===== src/rtl/core/slpl_pkg.sv =====
// shared constants and types for the slab point location bin counter
`timescale 1ns / 1ps

package slpl_pkg;

  localparam int KIND_W      = 2;
  localparam int SLOT_W      = 12;
  localparam int BIN_W       = 12;
  localparam int COUNT_OUT_W = 16;
  localparam int PCOUNT_W    = 12;
  localparam int CFG_INDEX_W = 3;
  localparam int OUT_DATA_W  = ((BIN_W + COUNT_OUT_W + 7) / 8) * 8;

  localparam logic [KIND_W-1:0] KIND_WRITE      = 2'd0;
  localparam logic [KIND_W-1:0] KIND_LOCATE     = 2'd1;
  localparam logic [KIND_W-1:0] KIND_CLEAR_READ = 2'd2;

  localparam logic [CFG_INDEX_W-1:0] CFG_BOX_LEFT_X    = 3'd0;
  localparam logic [CFG_INDEX_W-1:0] CFG_BOX_TOP_Y     = 3'd1;
  localparam logic [CFG_INDEX_W-1:0] CFG_BOX_RIGHT_X   = 3'd2;
  localparam logic [CFG_INDEX_W-1:0] CFG_BOX_BOTTOM_Y  = 3'd3;
  localparam logic [CFG_INDEX_W-1:0] CFG_PARTITION_CNT = 3'd4;

  typedef struct packed {
    logic valid;
    logic pos;
    logic neg;
  } side_t;

endpackage


===== src/rtl/core/slpl_cross.sv =====
// two stage cross product sign unit: differences, then products, then compare
`timescale 1ns / 1ps

module slpl_cross
  import slpl_pkg::*;
#(
  parameter int COORD_BITS = 18
) (
  input  logic                         clk,
  input  logic                         rst,
  input  logic                         start,
  input  logic signed [COORD_BITS-1:0] xb,
  input  logic signed [COORD_BITS-1:0] xt,
  input  logic signed [COORD_BITS-1:0] px,
  input  logic signed [COORD_BITS-1:0] py,
  input  logic signed [COORD_BITS-1:0] yb,
  input  logic signed [COORD_BITS-1:0] yt,
  output side_t                        side
);

  localparam int DW = COORD_BITS + 1;
  localparam int PW = 2 * DW;

  logic              v1;
  logic              v2;
  logic signed [DW-1:0] dx;
  logic signed [DW-1:0] dy;
  logic signed [DW-1:0] qx;
  logic signed [DW-1:0] qy;
  logic signed [PW-1:0] p1;
  logic signed [PW-1:0] p2;

  always_ff @(posedge clk) begin
    if (rst) begin
      v1 <= 1'b0;
      v2 <= 1'b0;
    end else begin
      v1 <= start;
      v2 <= v1;
    end
  end

  always_ff @(posedge clk) begin
    dx <= DW'(xt) - DW'(xb);
    dy <= DW'(yt) - DW'(yb);
    qx <= DW'(px) - DW'(xb);
    qy <= DW'(py) - DW'(yb);
    p1 <= PW'(qx) * PW'(dy);
    p2 <= PW'(qy) * PW'(dx);
  end

  assign side.valid = v2;
  assign side.pos   = (p1 > p2);
  assign side.neg   = (p1 < p2);

endmodule


===== config.mk =====
export PLATFORM = sky130hd
export DESIGN_NAME = slpl_cross
export DESIGN_NICKNAME = d
export VERILOG_FILES = /design/src/rtl/core/slpl_pkg.sv /design/src/rtl/core/slpl_cross.sv
export SDC_FILE = /design/constraint.sdc
export NUM_CORES = 2
export LEC_CHECK = 0
export ABC_AREA = 1
export BUFFER_PORTS_ARGS = -buffer_cell sky130_fd_sc_hd__buf_2
export CAP_MARGIN = 20
export CELL_PAD_IN_SITES_DETAIL_PLACEMENT = 0
export CELL_PAD_IN_SITES_GLOBAL_PLACEMENT = 1
export CORE_ASPECT_RATIO = 1.75
export CORE_MARGIN = 2
export CORE_UTILIZATION = 54
export CTS_BUF_LIST = sky130_fd_sc_hd__clkbuf_4
export CTS_CLUSTER_SIZE = 20
export DETAILED_ROUTE_END_ITERATION = 10
export PLACE_DENSITY = 0.95
export SLEW_MARGIN = 40
export SYNTH_ARGS = -nofsm -noshare
export SYNTH_HDL_FRONTEND = slang
export SYNTH_SLANG_ARGS = --single-unit

===== constraint.sdc =====
create_clock -name clk -period 14.3 [get_ports clk]
set_input_delay 1.43 -clock clk [delete_from_list [all_inputs] [get_ports clk]]
set_output_delay 1.43 -clock clk [all_outputs]
set_load 0.01 [all_outputs]

==> flow_summary_export.csv <==
group,metric,value,unit
run_status,status,"finished clean",
finish,utilization,56.9,%
flow_run,cap_violations,0,
critical_path,crit_type,"register to register",
die,dieWidth,200,um
route,drtPass1Iterations,6,
critical_path,cp-end-kind,"register",
placed_design,numPortBuffers,113,
yosys,synth_top_cell_by_area,"fa_1",
global_route,overflow,0,
placed_design,dpl.hpwl,92.0,mm
sta,hold_viol,0,
global_route,grt_pass1_wl,174,mm
sta,tns,0,ns
route,detail_route.wl_per_cell,19.5,um
critical_path,cp_max_fo,19,
clock_tree,cts_sinks,154,
clock_tree,hold_buffers,0,
sta,relSlewSlack,39.8,%
route,wirelength,109,mm
yosys,synth_ff_type,"dfxtp_1",
sta,skew,0.0355,ns
yosys,synthTopCellsByCount,"inv_1, nand2_1, fa_1",
sta,clock.fmax,143,MHz
clock_tree,cts_setup_buffers,0,
yosys,synth_area,0.0365,sq mm
yosys,synth_edf_count,0,
critical_path,critPathRequiredTime,14.91,ns
die,ioPinCount,114,
finish,final_nets,5853,
die,floorplan.initialDensity,54.3,%
die,die_h,348,um
clock_tree,clockBufferDepth,2,
yosys,ys.warnings.count,0,
sta,tightest_slew,0.902,ns
finish,stdcell_count,5577,
route,drt_iter0_drc,1392,
global_route,grt_pass1_vias,33452,
route,drc,0,
global_route,track_usage,32.9,%
clock_tree,cts_tree,"yes",
clock_tree,cts_buffers,17,
clock_tree,insertion_delay,0.73,ns
sta,slew_violations,0,
placed_design,placed_cell_area,0.0379,sq mm
yosys,async_flop_share,0,%
die,dieArea,0.0697,sq mm
yosys,ys_seq_area_share,8.46,%
finish,layout-area-overhead-vs-synth,4.77,%
sta,setup_viol,0,
yosys,ys_types,43,
route,vias,29535,
critical_path,cp-start-kind,"register",
yosys,synth_top_area_share,40.7,%
route,vias_per_cell,5.30,
sta,fin_crit_sh,48.8,%
die,num_rows,126,
yosys,ys_ff_latch,154,
placed_design,gp_congestion,0.985,
clock_tree,path_clk_slew,0.17,ns
yosys,synth_fp_nets,5836,
sta,period_minus_slack,6.98,ns
yosys,syn_inst,4647,
critical_path,r2r_setup_slack,7.32,ns
clock_tree,root_buffer,"clkbuf_4",
route,postRouteAntennaNets,0,
sta,rsz0062_at_grt,"false",
finish,fin_area,0.0382,sq mm
critical_path,critPathArrivalTime,7.59,ns
clock_tree,cts_resized,0,
placed_design,dp_cells,5541,
global_route,grt_max_degree,20,
yosys,post-synth-top-count-cell,"inv_1",
clock_tree,cts_max_level,4,
die,core,0.0672,sq mm
hold_path,worstHoldPathType,"register to register",
yosys,synth_area_per_cell,7.84,sq um
global_route,antenna_found_initial,7,
yosys,yosys-top-cells-area,"fa_1, inv_1, ha_1, nand2_1, dfxtp_1",
finish,layout-drive-gt1-share,5.28,%
[sequential cells by signal, summed over array words and instances (netlist names)]
| register | flops |
|---|---|
| p2 | 38 |
| v2 | 1 |
| dy | 19 |
| dx | 19 |
| qx | 19 |
| qy | 19 |
| p1 | 38 |
| v1 | 1 |
[final timing paths]
path | from | end | cells after the start
worst max-delay path | qx[18] | p1[31] | 18
worst min-delay path | v1 | v2 | 2
worst max register to register | qx[18] | p1[31] | 18
worst min register to register | v1 | v2 | 2
[layout make-up]
class,instances,area (sq um)
clock buffers,18,135
well taps,896,1120
fillers,6381,29000
diodes,4,10.0
flip-flops and latches,154,3120
multi-input cells,2985,27700
inverters,1357,5090
repair buffers,149,836
clock inverters,14,160
[metrics by stage]
| stage | setup WS (ns) | hold slack [ns] |
|---|---|---|
| after floorplan | 8.34 | 0.388 |
| after global placement | 7.20 | 0.393 |
| after detailed placement | 7.40 | 0.398 |
| after CTS | 7.36 | 0.422 |
| after global routing | 7.10 | 0.460 |
| final | 7.32 | 0.423 |
[cell usage in the layout, fill, tap and decap left out, drive strengths merged, types with 87 or more instances in the layout]
cell      n
ha      336
xor2     89
a21oi   168
nand3    96
nand2  1122
nor2    187
fa      742
inv    1360
buf     149
o21ai    87
dfxtp   154
[metal layers]
layer	vias to the layer above	share of wire (%)	track usage [%]
met1	14561	31	30.1
met5	-	0.037	0
met3	542	4.7	4.60
met4	6	9.5	27.2
li1	13389	-	-
met2	1037	55	63.5
[critical path: stages, from the launching register on]
cell and delay, ns:
dfxtp_1 0.81, nand2_1 0.27, fa_1 0.58, inv_1 0.15, fa_1 0.88, fa_1 0.53
fa_1 0.53, fa_1 0.50, inv_1 0.05, fa_1 0.48, inv_1 0.04, ha_1 0.28
ha_1 0.40, a21oi_1 0.26, a21boi_0 0.35, a21boi_0 0.46, nand3_1 0.13, nand2_1 0.08
nand2_1 0.08
[cell families after synthesis]
family          share of synthesized area, %
simple gates                            16.2
compound gates                          4.75
fa+ha+maj                               52.3
flops                                   8.46
xor+xnor                                2.79
buf+inv                                 15.5
Power is not shown: default switching activity piles up to over one toggle a cycle in this logic, so the estimate is an artifact.
